<file path="config.mk">
export PLATFORM = sky130hd
export DESIGN_NAME = multilevel_feedback_queue_scheduler
export DESIGN_NICKNAME = d
export VERILOG_FILES = /design/src/hw/rtl/mlfq_pkg.sv /design/src/hw/rtl/mlfq_front.sv /design/src/hw/rtl/mlfq_back.sv /design/src/hw/rtl/multilevel_feedback_queue_scheduler.sv
export VERILOG_INCLUDE_DIRS = /design/src /design/src/hw/rtl
export SDC_FILE = /design/constraint.sdc
export NUM_CORES = 2
export LEC_CHECK = 0
export ABC_CLOCK_PERIOD_IN_PS = 7500
export BUFFER_PORTS_ARGS = -buffer_cell sky130_fd_sc_hd__buf_2
export CORE_ASPECT_RATIO = 1.1
export CORE_UTILIZATION = 50
export CTS_CLUSTER_SIZE = 28
export DETAILED_ROUTE_END_ITERATION = 12
export MAX_ROUTING_LAYER = met4
export PLACE_DENSITY = 0.66
export SLEW_MARGIN = 20
export SYNTH_ARGS = -nofsm -noshare
export SYNTH_HDL_FRONTEND = slang
export SYNTH_SLANG_ARGS = --single-unit
</file>
<file path="constraint.sdc">
create_clock -name aclk -period 7.5 [get_ports aclk]
set_clock_uncertainty 0.2 [all_clocks]
set_input_delay 0.75 -clock aclk [delete_from_list [all_inputs] [get_ports aclk]]
set_output_delay 0.75 -clock aclk [all_outputs]
set_load 0.01 [all_outputs]
</file>
<file path="src/hw/rtl/assert_macros.svh">
// ----------------------------------------------------------------------------
// assertion macros shared by mlfq_front and mlfq_back
// ----------------------------------------------------------------------------
`ifndef ASSERT_MACROS_SVH
`define ASSERT_MACROS_SVH

// condition holds at every edge out of reset
`define ASSERT_ALWAYS(label, clk, rst_n, cond) \
    label: assert property (@(posedge clk) disable iff (!rst_n) (cond)) \
        else $error("assertion failed");

// consequent holds in the same cycle as the antecedent
`define ASSERT_IMPLY(label, clk, rst_n, ante, cons) \
    label: assert property (@(posedge clk) disable iff (!rst_n) (ante) |-> (cons)) \
        else $error("assertion failed");

// consequent holds in the cycle after the antecedent
`define ASSERT_NEXT(label, clk, rst_n, ante, cons) \
    label: assert property (@(posedge clk) disable iff (!rst_n) (ante) |=> (cons)) \
        else $error("assertion failed");

`endif

</file>
<file path="src/hw/rtl/mlfq_pkg.sv">
// ----------------------------------------------------------------------------
// mlfq_pkg
// Types, codes and fixed widths of the three-level feedback queue scheduler.
// ----------------------------------------------------------------------------
`default_nettype none

package mlfq_pkg;

    // fixed field widths
    localparam int unsigned QUANTUM_W  = 16;
    localparam int unsigned PERIOD_W   = 4;
    localparam int unsigned BURST_W    = 16;
    localparam int unsigned PID_W      = 4;
    localparam int unsigned BEFORE_W   = 16;
    localparam int unsigned CLOCK_W    = 20;
    localparam int unsigned SUM_W      = 24;
    localparam int unsigned TOTAL_W    = 5;
    localparam int unsigned LEVEL_W    = 2;
    localparam int unsigned STATUS_W   = 2;
    localparam int unsigned OUTCOME_W  = 2;
    localparam int unsigned CFG_INDEX_W = 2;
    localparam int unsigned CFG_DATA_W  = 16;

    localparam logic [CLOCK_W-1:0] CLOCK_MAX = '1;
    localparam logic [SUM_W-1:0]   SUM_MAX   = '1;

    // stream packing
    localparam int unsigned S_FIELDS_W = LEVEL_W + BURST_W;
    localparam int unsigned S_TDATA_W  = ((S_FIELDS_W + 7) / 8) * 8;
    localparam int unsigned M_FIELDS_W = PID_W + LEVEL_W + BEFORE_W + OUTCOME_W + CLOCK_W
                                       + SUM_W + SUM_W + TOTAL_W;
    localparam int unsigned M_TDATA_W  = ((M_FIELDS_W + 7) / 8) * 8;

    // register indexes
    localparam logic [CFG_INDEX_W-1:0] CFG_FIRST_QUANTUM  = 2'd0;
    localparam logic [CFG_INDEX_W-1:0] CFG_SECOND_QUANTUM = 2'd1;
    localparam logic [CFG_INDEX_W-1:0] CFG_PROMOTE_PERIOD = 2'd2;

    localparam logic [QUANTUM_W-1:0] FIRST_QUANTUM_RST  = 16'd8;
    localparam logic [QUANTUM_W-1:0] SECOND_QUANTUM_RST = 16'd16;
    localparam logic [PERIOD_W-1:0]  PROMOTE_PERIOD_RST = 4'd4;

    // queue levels
    typedef logic [LEVEL_W-1:0] level_t;
    localparam level_t LEVEL_ZERO = 2'd0;
    localparam level_t LEVEL_ONE  = 2'd1;
    localparam level_t LEVEL_TWO  = 2'd2;

    // depth of the queue between front and back
    localparam int unsigned QUEUE_DEPTH = 2;

    typedef enum logic {
        KIND_ADMIT = 1'b0,
        KIND_STEP  = 1'b1
    } kind_t;

    typedef enum logic [STATUS_W-1:0] {
        STATUS_ADMITTED   = 2'd0,
        STATUS_REJECTED   = 2'd1,
        STATUS_DISPATCHED = 2'd2,
        STATUS_EMPTY      = 2'd3
    } status_t;

    typedef enum logic [OUTCOME_W-1:0] {
        OUTCOME_FINISHED = 2'd0,
        OUTCOME_TO_ONE   = 2'd1,
        OUTCOME_PROMOTED = 2'd2,
        OUTCOME_TO_TWO   = 2'd3
    } outcome_t;

    typedef enum logic [1:0] {
        S_IDLE = 2'd0,
        S_EXEC = 2'd1,
        S_SUM  = 2'd2,
        S_POST = 2'd3
    } state_t;

    typedef struct packed {
        kind_t               kind;
        level_t              level;
        logic [BURST_W-1:0]  burst;
    } item_t;

    typedef struct packed {
        status_t              status;
        logic [PID_W-1:0]     process_id;
        level_t               served_level;
        logic [BEFORE_W-1:0]  time_before_run;
        outcome_t             outcome;
        logic [CLOCK_W-1:0]   now_time;
        logic [SUM_W-1:0]     completion_total;
        logic [SUM_W-1:0]     waiting_total;
        logic [TOTAL_W-1:0]   process_total;
    } result_t;

endpackage

`default_nettype wire

</file>
<file path="src/hw/rtl/mlfq_front.sv">
// ----------------------------------------------------------------------------
// mlfq_front
// Takes input items, decodes kind and level, and holds them in a short queue
// until the back end is free.
// ----------------------------------------------------------------------------
`default_nettype none
`include "assert_macros.svh"

module mlfq_front (
    input  wire logic                                aclk,
    input  wire logic                                aresetn,
    input  wire logic                                s_tvalid,
    output logic                                     s_tready,
    input  wire logic [mlfq_pkg::S_TDATA_W-1:0]      s_tdata,   // queue_level, burst_time
    input  wire logic                                s_tuser,   // action
    output logic                                     item_valid,
    output mlfq_pkg::item_t                          item,
    input  wire logic                                item_ready
);

    localparam int unsigned PTR_W = $clog2(mlfq_pkg::QUEUE_DEPTH);
    localparam int unsigned CNT_W = $clog2(mlfq_pkg::QUEUE_DEPTH + 1);

    mlfq_pkg::item_t    slot_reg [mlfq_pkg::QUEUE_DEPTH];
    logic [PTR_W-1:0]   wr_ptr_reg, wr_ptr_next;
    logic [PTR_W-1:0]   rd_ptr_reg, rd_ptr_next;
    logic [CNT_W-1:0]   count_reg, count_next;
    mlfq_pkg::item_t    decoded;
    mlfq_pkg::level_t   level_in;
    logic               push, pop;

    // level three folds into level two
    always_comb begin
        level_in      = s_tdata[mlfq_pkg::LEVEL_W-1:0];
        decoded.kind  = mlfq_pkg::kind_t'(s_tuser);
        decoded.level = (level_in > mlfq_pkg::LEVEL_TWO) ? mlfq_pkg::LEVEL_TWO : level_in;
        decoded.burst = s_tdata[mlfq_pkg::LEVEL_W +: mlfq_pkg::BURST_W];
    end

    assign s_tready   = (count_reg != CNT_W'(mlfq_pkg::QUEUE_DEPTH));
    assign item_valid = (count_reg != '0);
    assign item       = slot_reg[rd_ptr_reg];
    assign push       = s_tvalid && s_tready;
    assign pop        = item_valid && item_ready;

    always_comb begin
        wr_ptr_next = wr_ptr_reg;
        rd_ptr_next = rd_ptr_reg;
        count_next  = count_reg;
        if (push) begin
            wr_ptr_next = (wr_ptr_reg == PTR_W'(mlfq_pkg::QUEUE_DEPTH - 1)) ? '0
                        : wr_ptr_reg + 1'b1;
        end
        if (pop) begin
            rd_ptr_next = (rd_ptr_reg == PTR_W'(mlfq_pkg::QUEUE_DEPTH - 1)) ? '0
                        : rd_ptr_reg + 1'b1;
        end
        if (push && !pop) begin
            count_next = count_reg + 1'b1;
        end else if (pop && !push) begin
            count_next = count_reg - 1'b1;
        end
    end

    always_ff @(posedge aclk) begin
        if (!aresetn) begin
            wr_ptr_reg <= '0;
            rd_ptr_reg <= '0;
            count_reg  <= '0;
        end else begin
            wr_ptr_reg <= wr_ptr_next;
            rd_ptr_reg <= rd_ptr_next;
            count_reg  <= count_next;
        end
    end

    always_ff @(posedge aclk) begin
        if (push) begin
            slot_reg[wr_ptr_reg] <= decoded;
        end
    end

    `ASSERT_ALWAYS(a_fill_in_range, aclk, aresetn, count_reg <= CNT_W'(mlfq_pkg::QUEUE_DEPTH))
    `ASSERT_NEXT(a_fill_grows_on_push, aclk, aresetn, push && !pop,
                 count_reg == $past(count_reg) + 1'b1)
    `ASSERT_NEXT(a_fill_drops_on_pop, aclk, aresetn, pop && !push,
                 count_reg == $past(count_reg) - 1'b1)

endmodule

`default_nettype wire

</file>
<file path="src/hw/rtl/mlfq_back.sv">
// ----------------------------------------------------------------------------
// mlfq_back
// Carries out admits and scheduling steps: three circular queues in one
// memory, the clock, the saturating sums and the result register.
// ----------------------------------------------------------------------------
`default_nettype none
`include "assert_macros.svh"

module mlfq_back #(
    parameter int unsigned MAX_PROCESSES = 16,
    parameter int unsigned TIME_WIDTH    = 16
) (
    input  wire logic                                 aclk,
    input  wire logic                                 aresetn,
    input  wire logic                                 cfg_valid,
    input  wire logic [mlfq_pkg::CFG_INDEX_W-1:0]     cfg_index,
    input  wire logic [mlfq_pkg::CFG_DATA_W-1:0]      cfg_data,
    input  wire logic                                 item_valid,
    input  wire mlfq_pkg::item_t                      item,
    output logic                                      item_ready,
    output logic                                      m_valid,
    output mlfq_pkg::result_t                         m_result,
    input  wire logic                                 m_ready
);

    localparam int unsigned IDX_W   = $clog2(MAX_PROCESSES);
    localparam int unsigned CNT_W   = $clog2(MAX_PROCESSES + 1);
    localparam int unsigned DEPTH   = 3 * MAX_PROCESSES;
    localparam int unsigned ADDR_W  = $clog2(DEPTH);
    localparam int unsigned ENTRY_W = IDX_W + 2 * TIME_WIDTH;
    localparam int unsigned RUN_W   = (TIME_WIDTH > mlfq_pkg::QUANTUM_W) ? TIME_WIDTH
                                    : mlfq_pkg::QUANTUM_W;
    localparam int unsigned ADV_W   = ((RUN_W > mlfq_pkg::CLOCK_W) ? RUN_W
                                    : mlfq_pkg::CLOCK_W) + 1;
    localparam int unsigned DIFF_W  = (TIME_WIDTH > mlfq_pkg::CLOCK_W) ? TIME_WIDTH
                                    : mlfq_pkg::CLOCK_W;
    localparam int unsigned SUMC_W  = mlfq_pkg::SUM_W + 1;
    localparam int unsigned QSUM_W  = CNT_W + 2;

    function automatic logic [ADDR_W-1:0] slot_addr(input mlfq_pkg::level_t lvl,
                                                   input logic [IDX_W-1:0] idx);
        slot_addr = ADDR_W'(lvl) * ADDR_W'(MAX_PROCESSES) + ADDR_W'(idx);
    endfunction

    function automatic logic [IDX_W-1:0] idx_inc(input logic [IDX_W-1:0] idx);
        idx_inc = (idx == IDX_W'(MAX_PROCESSES - 1)) ? '0 : idx + 1'b1;
    endfunction

    // state and configuration
    mlfq_pkg::state_t                   state_reg, state_next;
    logic [mlfq_pkg::QUANTUM_W-1:0]     fq_reg, sq_reg;
    logic [mlfq_pkg::PERIOD_W-1:0]      pp_reg;
    logic [IDX_W-1:0]                   head_reg  [3];
    logic [IDX_W-1:0]                   tail_reg  [3];
    logic [CNT_W-1:0]                   count_reg [3];
    logic [mlfq_pkg::CLOCK_W-1:0]       clock_reg;
    logic [mlfq_pkg::SUM_W-1:0]         comp_reg, wsum_reg;
    logic [mlfq_pkg::PERIOD_W-1:0]      prom_reg;
    logic [CNT_W-1:0]                   admit_reg;
    logic                               out_valid_reg;

    // per-step payload
    mlfq_pkg::level_t                   lvl_reg;
    logic [IDX_W-1:0]                   pid_reg;
    logic [mlfq_pkg::BEFORE_W-1:0]      before_reg;
    logic [TIME_WIDTH-1:0]              burst_reg;
    mlfq_pkg::outcome_t                 outcome_reg;
    logic                               fin_reg;
    logic [mlfq_pkg::CLOCK_W-1:0]       winc_reg;
    mlfq_pkg::result_t                  out_reg;

    logic [ENTRY_W-1:0]                 mem [DEPTH];
    logic [ENTRY_W-1:0]                 rd_data_reg;

    // combinational
    logic                               out_free, is_admit, full, queue_empty, pop, load_out;
    mlfq_pkg::level_t                   sel_lvl, target_lvl;
    logic                               mem_we;
    logic [ADDR_W-1:0]                  wr_addr, rd_addr;
    logic [ENTRY_W-1:0]                 wr_data;
    logic [IDX_W-1:0]                   e_id;
    logic [TIME_WIDTH-1:0]              e_rem, e_burst, new_rem;
    logic [RUN_W-1:0]                   rem_x, q_x, amount;
    logic                               gt;
    logic [ADV_W-1:0]                   clock_sum;
    logic [mlfq_pkg::CLOCK_W-1:0]       clock_adv;
    mlfq_pkg::outcome_t                 exec_outcome;
    logic [mlfq_pkg::PERIOD_W-1:0]      period, prom_next;
    logic [mlfq_pkg::PERIOD_W:0]        prom_inc;
    logic [SUMC_W-1:0]                  comp_sum, wsum_sum;
    logic [mlfq_pkg::SUM_W-1:0]         comp_sat, wsum_sat;
    logic [DIFF_W-1:0]                  clk_x, burst_x;
    logic [mlfq_pkg::CLOCK_W-1:0]       wait_inc;
    mlfq_pkg::result_t                  result_next;
    logic [QSUM_W-1:0]                  queued_total;

    assign out_free     = !out_valid_reg || m_ready;
    assign is_admit     = (item.kind == mlfq_pkg::KIND_ADMIT);
    assign full         = (admit_reg == CNT_W'(MAX_PROCESSES));
    assign queue_empty  = (count_reg[0] == '0) && (count_reg[1] == '0) && (count_reg[2] == '0);
    assign queued_total = QSUM_W'(count_reg[0]) + QSUM_W'(count_reg[1])
                        + QSUM_W'(count_reg[2]);

    always_comb begin
        priority if (count_reg[0] != '0) begin
            sel_lvl = mlfq_pkg::LEVEL_ZERO;
        end else if (count_reg[1] != '0) begin
            sel_lvl = mlfq_pkg::LEVEL_ONE;
        end else begin
            sel_lvl = mlfq_pkg::LEVEL_TWO;
        end
    end

    // run of the fetched entry
    always_comb begin
        e_id     = rd_data_reg[ENTRY_W-1 -: IDX_W];
        e_rem    = rd_data_reg[TIME_WIDTH +: TIME_WIDTH];
        e_burst  = rd_data_reg[TIME_WIDTH-1:0];
        rem_x    = RUN_W'(e_rem);
        q_x      = (lvl_reg == mlfq_pkg::LEVEL_ZERO) ? RUN_W'(fq_reg) : RUN_W'(sq_reg);
        gt       = (lvl_reg != mlfq_pkg::LEVEL_TWO) && (rem_x > q_x);
        amount   = gt ? q_x : rem_x;
        new_rem  = TIME_WIDTH'(rem_x - q_x);
        clock_sum = ADV_W'(clock_reg) + ADV_W'(amount);
        clock_adv = (clock_sum > ADV_W'(mlfq_pkg::CLOCK_MAX)) ? mlfq_pkg::CLOCK_MAX
                  : mlfq_pkg::CLOCK_W'(clock_sum);

        period   = (pp_reg == '0) ? mlfq_pkg::PERIOD_W'(1) : pp_reg;
        prom_inc = {1'b0, prom_reg} + 1'b1;
        prom_next = (prom_inc >= {1'b0, period}) ? '0 : prom_inc[mlfq_pkg::PERIOD_W-1:0];

        priority if (!gt) begin
            target_lvl   = mlfq_pkg::LEVEL_TWO;
            exec_outcome = mlfq_pkg::OUTCOME_FINISHED;
        end else if (lvl_reg == mlfq_pkg::LEVEL_ZERO) begin
            target_lvl   = mlfq_pkg::LEVEL_ONE;
            exec_outcome = mlfq_pkg::OUTCOME_TO_ONE;
        end else if (prom_reg == '0) begin
            target_lvl   = mlfq_pkg::LEVEL_ZERO;
            exec_outcome = mlfq_pkg::OUTCOME_PROMOTED;
        end else begin
            target_lvl   = mlfq_pkg::LEVEL_TWO;
            exec_outcome = mlfq_pkg::OUTCOME_TO_TWO;
        end
    end

    // totals of a finished process
    always_comb begin
        comp_sum = SUMC_W'(comp_reg) + SUMC_W'(clock_reg);
        comp_sat = comp_sum[mlfq_pkg::SUM_W] ? mlfq_pkg::SUM_MAX
                 : comp_sum[mlfq_pkg::SUM_W-1:0];
        clk_x    = DIFF_W'(clock_reg);
        burst_x  = DIFF_W'(burst_reg);
        wait_inc = (clk_x > burst_x) ? mlfq_pkg::CLOCK_W'(clk_x - burst_x) : '0;
        wsum_sum = SUMC_W'(wsum_reg) + SUMC_W'(winc_reg);
        wsum_sat = wsum_sum[mlfq_pkg::SUM_W] ? mlfq_pkg::SUM_MAX
                 : wsum_sum[mlfq_pkg::SUM_W-1:0];
    end

    // next state
    always_comb begin
        state_next = state_reg;
        unique case (state_reg)
            mlfq_pkg::S_IDLE: begin
                if (item_valid && !is_admit && !queue_empty) begin
                    state_next = mlfq_pkg::S_EXEC;
                end
            end
            mlfq_pkg::S_EXEC: state_next = mlfq_pkg::S_SUM;
            mlfq_pkg::S_SUM:  state_next = mlfq_pkg::S_POST;
            mlfq_pkg::S_POST: begin
                if (out_free) begin
                    state_next = mlfq_pkg::S_IDLE;
                end
            end
        endcase
    end

    // outputs of the sequencer
    always_comb begin
        item_ready = 1'b0;
        mem_we     = 1'b0;
        wr_addr    = slot_addr(item.level, tail_reg[item.level]);
        wr_data    = {IDX_W'(admit_reg), TIME_WIDTH'(item.burst), TIME_WIDTH'(item.burst)};
        rd_addr    = slot_addr(sel_lvl, head_reg[sel_lvl]);
        load_out   = 1'b0;

        result_next.status           = mlfq_pkg::STATUS_EMPTY;
        result_next.process_id       = '0;
        result_next.served_level     = mlfq_pkg::LEVEL_ZERO;
        result_next.time_before_run  = '0;
        result_next.outcome          = mlfq_pkg::OUTCOME_FINISHED;
        result_next.now_time         = clock_reg;
        result_next.completion_total = comp_reg;
        result_next.waiting_total    = wsum_reg;
        result_next.process_total    = mlfq_pkg::TOTAL_W'(admit_reg);

        unique case (state_reg)
            mlfq_pkg::S_IDLE: begin
                item_ready = out_free || (!is_admit && !queue_empty);
                if (item_valid && item_ready) begin
                    if (is_admit) begin
                        load_out = 1'b1;
                        if (full) begin
                            result_next.status = mlfq_pkg::STATUS_REJECTED;
                        end else begin
                            mem_we = 1'b1;
                            result_next.status        = mlfq_pkg::STATUS_ADMITTED;
                            result_next.process_id    = mlfq_pkg::PID_W'(admit_reg);
                            result_next.process_total = mlfq_pkg::TOTAL_W'(admit_reg + 1'b1);
                        end
                    end else if (queue_empty) begin
                        load_out = 1'b1;
                    end
                end
            end
            mlfq_pkg::S_EXEC: begin
                // a preempted process goes back to the tail of its new level
                mem_we  = gt;
                wr_addr = slot_addr(target_lvl, tail_reg[target_lvl]);
                wr_data = {e_id, new_rem, e_burst};
            end
            mlfq_pkg::S_SUM: begin
            end
            mlfq_pkg::S_POST: begin
                load_out = out_free;
                result_next.status          = mlfq_pkg::STATUS_DISPATCHED;
                result_next.process_id      = mlfq_pkg::PID_W'(pid_reg);
                result_next.served_level    = lvl_reg;
                result_next.time_before_run = before_reg;
                result_next.outcome         = outcome_reg;
                result_next.waiting_total   = wsum_sat;
            end
        endcase
    end

    assign pop = item_valid && item_ready;

    always_ff @(posedge aclk) begin
        if (!aresetn) begin
            state_reg     <= mlfq_pkg::S_IDLE;
            fq_reg        <= mlfq_pkg::FIRST_QUANTUM_RST;
            sq_reg        <= mlfq_pkg::SECOND_QUANTUM_RST;
            pp_reg        <= mlfq_pkg::PROMOTE_PERIOD_RST;
            for (int i = 0; i < 3; i++) begin
                head_reg[i]  <= '0;
                tail_reg[i]  <= '0;
                count_reg[i] <= '0;
            end
            clock_reg     <= '0;
            comp_reg      <= '0;
            wsum_reg      <= '0;
            prom_reg      <= '0;
            admit_reg     <= '0;
            out_valid_reg <= 1'b0;
        end else begin
            state_reg <= state_next;

            if (cfg_valid) begin
                unique case (cfg_index)
                    mlfq_pkg::CFG_FIRST_QUANTUM:  fq_reg <= cfg_data;
                    mlfq_pkg::CFG_SECOND_QUANTUM: sq_reg <= cfg_data;
                    mlfq_pkg::CFG_PROMOTE_PERIOD: pp_reg <= cfg_data[mlfq_pkg::PERIOD_W-1:0];
                    default: ;
                endcase
            end

            out_valid_reg <= load_out || (out_valid_reg && !m_ready);

            unique case (state_reg)
                mlfq_pkg::S_IDLE: begin
                    if (pop) begin
                        if (is_admit) begin
                            if (!full) begin
                                tail_reg[item.level]  <= idx_inc(tail_reg[item.level]);
                                count_reg[item.level] <= count_reg[item.level] + 1'b1;
                                admit_reg             <= admit_reg + 1'b1;
                            end
                        end else if (!queue_empty) begin
                            head_reg[sel_lvl]  <= idx_inc(head_reg[sel_lvl]);
                            count_reg[sel_lvl] <= count_reg[sel_lvl] - 1'b1;
                        end
                    end
                end
                mlfq_pkg::S_EXEC: begin
                    clock_reg <= clock_adv;
                    if (gt) begin
                        tail_reg[target_lvl]  <= idx_inc(tail_reg[target_lvl]);
                        count_reg[target_lvl] <= count_reg[target_lvl] + 1'b1;
                        if (lvl_reg == mlfq_pkg::LEVEL_ONE) begin
                            prom_reg <= prom_next;
                        end
                    end
                end
                mlfq_pkg::S_SUM: begin
                    if (fin_reg) begin
                        comp_reg <= comp_sat;
                    end
                end
                mlfq_pkg::S_POST: begin
                    if (out_free) begin
                        wsum_reg <= wsum_sat;
                    end
                end
            endcase
        end
    end

    // payload, no reset
    always_ff @(posedge aclk) begin
        if (load_out) begin
            out_reg <= result_next;
        end
        if (state_reg == mlfq_pkg::S_IDLE) begin
            lvl_reg <= sel_lvl;
        end
        if (state_reg == mlfq_pkg::S_EXEC) begin
            pid_reg     <= e_id;
            before_reg  <= mlfq_pkg::BEFORE_W'(e_rem);
            burst_reg   <= e_burst;
            fin_reg     <= !gt;
            outcome_reg <= exec_outcome;
        end
        if (state_reg == mlfq_pkg::S_SUM) begin
            winc_reg <= fin_reg ? wait_inc : '0;
        end
    end

    // queue store, registered read
    always_ff @(posedge aclk) begin
        if (mem_we) begin
            mem[wr_addr] <= wr_data;
        end
        if (state_reg == mlfq_pkg::S_IDLE) begin
            rd_data_reg <= mem[rd_addr];
        end
    end

    assign m_valid  = out_valid_reg;
    assign m_result = out_reg;

    `ASSERT_ALWAYS(a_queued_within_admitted, aclk, aresetn,
                   queued_total <= QSUM_W'(admit_reg))
    `ASSERT_IMPLY(a_exec_follows_fetch, aclk, aresetn, state_reg == mlfq_pkg::S_EXEC,
                  $past(state_reg) == mlfq_pkg::S_IDLE)
    `ASSERT_NEXT(a_step_takes_one, aclk, aresetn,
                 state_reg == mlfq_pkg::S_IDLE && pop && !is_admit && !queue_empty,
                 queued_total == $past(queued_total) - 1'b1)

endmodule

`default_nettype wire

</file>
<file path="src/hw/rtl/multilevel_feedback_queue_scheduler.sv">
// ----------------------------------------------------------------------------
// multilevel_feedback_queue_scheduler
// Three-level feedback queue scheduler: admits processes into one of three
// levels and serves them on each step item, with time slices on levels zero and one.
// ----------------------------------------------------------------------------
//
//  channel   dir   handshake             payload
//  s_        in    s_tvalid / s_tready   tuser action, tdata level and burst
//  m_        out   m_tvalid / m_tready   tuser status, tdata result fields
//  cfg_      in    cfg_valid / cfg_ready cfg_index, cfg_data
//
//  an admit item is answered from the idle state through the registered result
//  a step runs idle (queue head read from the store), exec (run and clock update
//  with requeue write), sum (completion sum) and post (waiting sum and result)
//  an empty-queue step or a rejected admit is answered from the idle state
//  reset is synchronous; queue stores need no clearing, only pointers and counts
//  the front queue holds two items, so input is taken during a step until it is full
//
`default_nettype none

module multilevel_feedback_queue_scheduler #(
    parameter int unsigned MAX_PROCESSES = 16,
    parameter int unsigned TIME_WIDTH    = 16
) (
    input  wire logic                                aclk,
    input  wire logic                                aresetn,
    input  wire logic                                s_tvalid,
    output logic                                     s_tready,
    input  wire logic [mlfq_pkg::S_TDATA_W-1:0]      s_tdata,   // queue_level, burst_time
    input  wire logic                                s_tuser,   // action
    output logic                                     m_tvalid,
    input  wire logic                                m_tready,
    output logic [mlfq_pkg::M_TDATA_W-1:0]           m_tdata,   // process_id, served_level,
                                                                // time_before_run, outcome,
                                                                // now_time, completion_total,
                                                                // waiting_total, process_total
    output logic [mlfq_pkg::STATUS_W-1:0]            m_tuser,   // status
    input  wire logic                                cfg_valid,
    output logic                                     cfg_ready,
    input  wire logic [mlfq_pkg::CFG_INDEX_W-1:0]    cfg_index,
    input  wire logic [mlfq_pkg::CFG_DATA_W-1:0]     cfg_data
);

    localparam int unsigned PAD_W = mlfq_pkg::M_TDATA_W - mlfq_pkg::M_FIELDS_W;

    logic               item_valid, item_ready;
    mlfq_pkg::item_t    item;
    mlfq_pkg::result_t  result;

    mlfq_front u_front (
        .aclk       (aclk),
        .aresetn    (aresetn),
        .s_tvalid   (s_tvalid),
        .s_tready   (s_tready),
        .s_tdata    (s_tdata),
        .s_tuser    (s_tuser),
        .item_valid (item_valid),
        .item       (item),
        .item_ready (item_ready)
    );

    mlfq_back #(
        .MAX_PROCESSES (MAX_PROCESSES),
        .TIME_WIDTH    (TIME_WIDTH)
    ) u_back (
        .aclk       (aclk),
        .aresetn    (aresetn),
        .cfg_valid  (cfg_valid),
        .cfg_index  (cfg_index),
        .cfg_data   (cfg_data),
        .item_valid (item_valid),
        .item       (item),
        .item_ready (item_ready),
        .m_valid    (m_tvalid),
        .m_result   (result),
        .m_ready    (m_tready)
    );

    // registers are always writable
    assign cfg_ready = 1'b1;

    assign m_tuser = result.status;
    assign m_tdata = {{PAD_W{1'b0}},
                      result.process_total,
                      result.waiting_total,
                      result.completion_total,
                      result.now_time,
                      result.outcome,
                      result.time_before_run,
                      result.served_level,
                      result.process_id};

endmodule

`default_nettype wire

</file>
==> impl_metrics.json <==
{
  "status": "complete, no violations",
  "cp_top_family": "simple AND/OR/NAND/NOR gates",
  "worst_slack_ps": 674,
  "min_to": "u_back.pp_reg[2]",
  "drive_gt1_frac": 0.161,
  "fin_crit_ps": 6830,
  "insertion_delay_ps": 860,
  "hold_path_depth": 2,
  "yosysWarnings": 0,
  "crit_arrival_ps": 7320,
  "yosysTopAreaCell": "edfxtp_1",
  "ff2ff_setup_slack_ps": 670,
  "cts_buffers": 202,
  "first_global_vias": 51800,
  "synthTopCellsByCount": "edfxtp_1, nand2_1, a21oi_1",
  "rows": 160,
  "wl_per_cell_microns": 29.4,
  "totalWireLength_mm": 252,
  "coreArea_sq_mm": 0.173,
  "numClockSinks": 2131,
  "place_hpwl_mm": 154,
  "drt_first_pass_iters": 6,
  "cts_max_path_buffers": 3,
  "synth_cell_types": 88,
  "utilization": 0.573,
  "crit_path_cell_trace": "or2_2 > mux2i_1 > ha_1 > nand4_1 > nor3_1 > or4b_1 > a21boi_0 > nand2_1 > buf_4 > nand2_1 > o21ai_0 > ha_1 > a211oi_1 > o21bai_1 > o2111ai_1 > a21oi_1 > o41a_1 > a21oi_1 > o22ai_1 > a31oi_1 > a211oi_1",
  "relSlewSlack": 0.130,
  "gr-total-overflow": 0,
  "die_h_microns": 441,
  "worst-path-buf-inv": 1,
  "crit_fanout": 29,
  "fmax_mhz": 147,
  "port_buffers": 142,
  "drc": 0,
  "hold_start": "aresetn",
  "synth_seq_area_share": 0.717,
  "yosysMostFrequentCell": "edfxtp_1",
  "synth_seq_cells": 2131,
  "place.gp.congestion": 0.923,
  "setup-violations-final": 0,
  "synth.area.top_cells": "edfxtp_1, mux4_2, nand2_1",
  "ir_drop_mv": 0.213,
  "p_leak_nw": 33.3,
  "hold_class": "input pin to register",
  "start_util": 0.505,
  "cp-start-kind": "register",
  "rr_endpoint": "u_back.clk_x[19]",
  "grt_max_degree": 144,
  "antenna_found_initial": 22,
  "netlist_area_sq_mm": 0.0876,
  "path_class": "register to register",
  "hold_violations": 0,
  "ios": 157,
  "dieArea_sq_mm": 0.177,
  "cts_tree": "built",
  "worstPathRequired_ps": 8000,
  "worst_pin_slew_ps": 1300,
  "clockRootBuffer": "clkbuf_16",
  "wl_met3_mm": 24.3,
  "endpoint_kind": "register",
  "cp_slowest_cell": "or4b_1",
  "fin_nets": 6299,
  "netlist_instances": 5860,
  "drtIter0Drc": 6696,
  "rsz0062_at_grt": "false",
  "htree_levels": 4,
  "largest_reg_flops": 1728,
  "vias_per_cell": 6.28,
  "cts_setup_buffers": 0,
  "drv_slew": 0,
  "reg2reg_depth": 21,
  "fin_crit_sh": 0.910,
  "p_per_area_mw_per_mm2": 385,
  "preCtsSetupSlack_ps": 406,
  "worst_path_largest_cell_delay_ps": 720,
  "ant_nets": 0,
  "synth.avg_cell_area_sq_um": 14.9,
  "wl_met1_mm": 95.0,
  "top_layer": "met4",
  "cap_violations": 0,
  "ys.flop_type": "edfxtp_1",
  "fin_tns_setup_ps": 0,
  "synth_top_area_share": 0.689,
  "synth_edf_count": 2010,
  "die_x_microns": 401,
  "grt_pass1_wl_mm": 363,
  "dr_total_vias": 53900,
  "clk_pin_slew_worst_paths_ps": 60,
  "syn_to_final_growth_pct": 13.4,
  "async_flop_share": 0,
  "rr_startpoint": "u_back.lvl_reg[1]",
  "wl_met2_mm": 123,
  "grtUsageTotal": 0.293
}
[repair_timing]
| item | 4_1_cts | 5_1_grt |
|---|---|---|
| endpoints found under the hold margin | 67 | 0 |
| hold buffers | 34 | 0 |
| gates resized for setup | 0 | 0 |
[per-layer routing]
| layer | GRT usage | vias to the layer above |
|---|---|---|
| li1 | - | 23100 |
| met1 | 0.371 | 27200 |
| met2 | 0.474 | 3037 |
| met3 | 0.0499 | 484 |
| met4 | 0.111 | 0 |
| met5 | - | - |
[worst max-delay path by stage]
stage,startpoint,endpoint,slack [ps],cells past startpoint
after floorplan,u_back.state_reg[0],u_back.m_result[0],790,5
after global placement,u_back.lvl_reg[1],u_back.clk_x[2],460,20
after detailed placement,u_back.lvl_reg[1],u_back.clk_x[7],410,20
after CTS,u_back.lvl_reg[1],u_back.clk_x[7],370,20
after global routing,u_back.lvl_reg[1],u_back.clk_x[19],290,21
final,u_back.lvl_reg[1],u_back.clk_x[19],670,21
[through the flow]
stage | total power, mW | hold slack, ps | instances | area (sq um)
finish | 38.2 | 87.2 | 8584 | 99300
global route | 39.5 | 71.4 | 8581 | 99300
CTS | 37.9 | 29.3 | 8561 | 99000
detailed placement | 28.2 | 239 | 8157 | 92400
global placement | 28.0 | 238 | 8157 | 92400
floorplan | 23.5 | 226 | 5866 | 87600
[where the power goes]
part / switching [mW] / internal [mW]
logic: 8.41 / 3.53
clock network: 4.41 / 5.44
registers: 0.502 / 15.9
total: 13.3 / 24.9
[cells by family (layout without fill, tap and decap cells)]
kind of cell,after synthesis,after routing,share of synthesized area
AO/OA/AOI/OAI,1032,1032,0.0751
XOR/XNOR,88,88,0.00880
adder cells (fa/ha/maj),115,115,0.0169
buffers and inverters,405,841,0.0224
flip-flops,2131,2131,0.717
multiplexers,368,368,0.0741
other,2,22,0.0000858
AND/OR/NAND/NOR,1719,1719,0.0857
[final cells by class]
class / count / area, sq um
Antenna cell: 14 / 35.0
Clock buffer: 252 / 5290
Clock inverter: 118 / 998
Fill cell: 13100 / 74100
Inverter: 91 / 375
Multi-Input combinational cell: 3330 / 23700
Sequential cell: 2131 / 62800
Tap cell: 2268 / 2840
Timing Repair Buffer: 380 / 3260
[placed cells by master (no fill, tap or decap), types with 60 or more instances in the layout]
cell       instances
inv_1             85
clkbuf_16        203
a31oi_1           91
ha_1             107
nor3_1            60
nor2_1           219
nand3_1          212
dfxtp_1          121
mux2i_1          124
edfxtp_1        2010
o21ai_0          189
clkinv_1          61
nand2_1          906
a21oi_1          318
mux4_2           222
buf_2            142
and3_1            62
buf_4            155
Note: power is estimated with default switching activity, not from simulation.
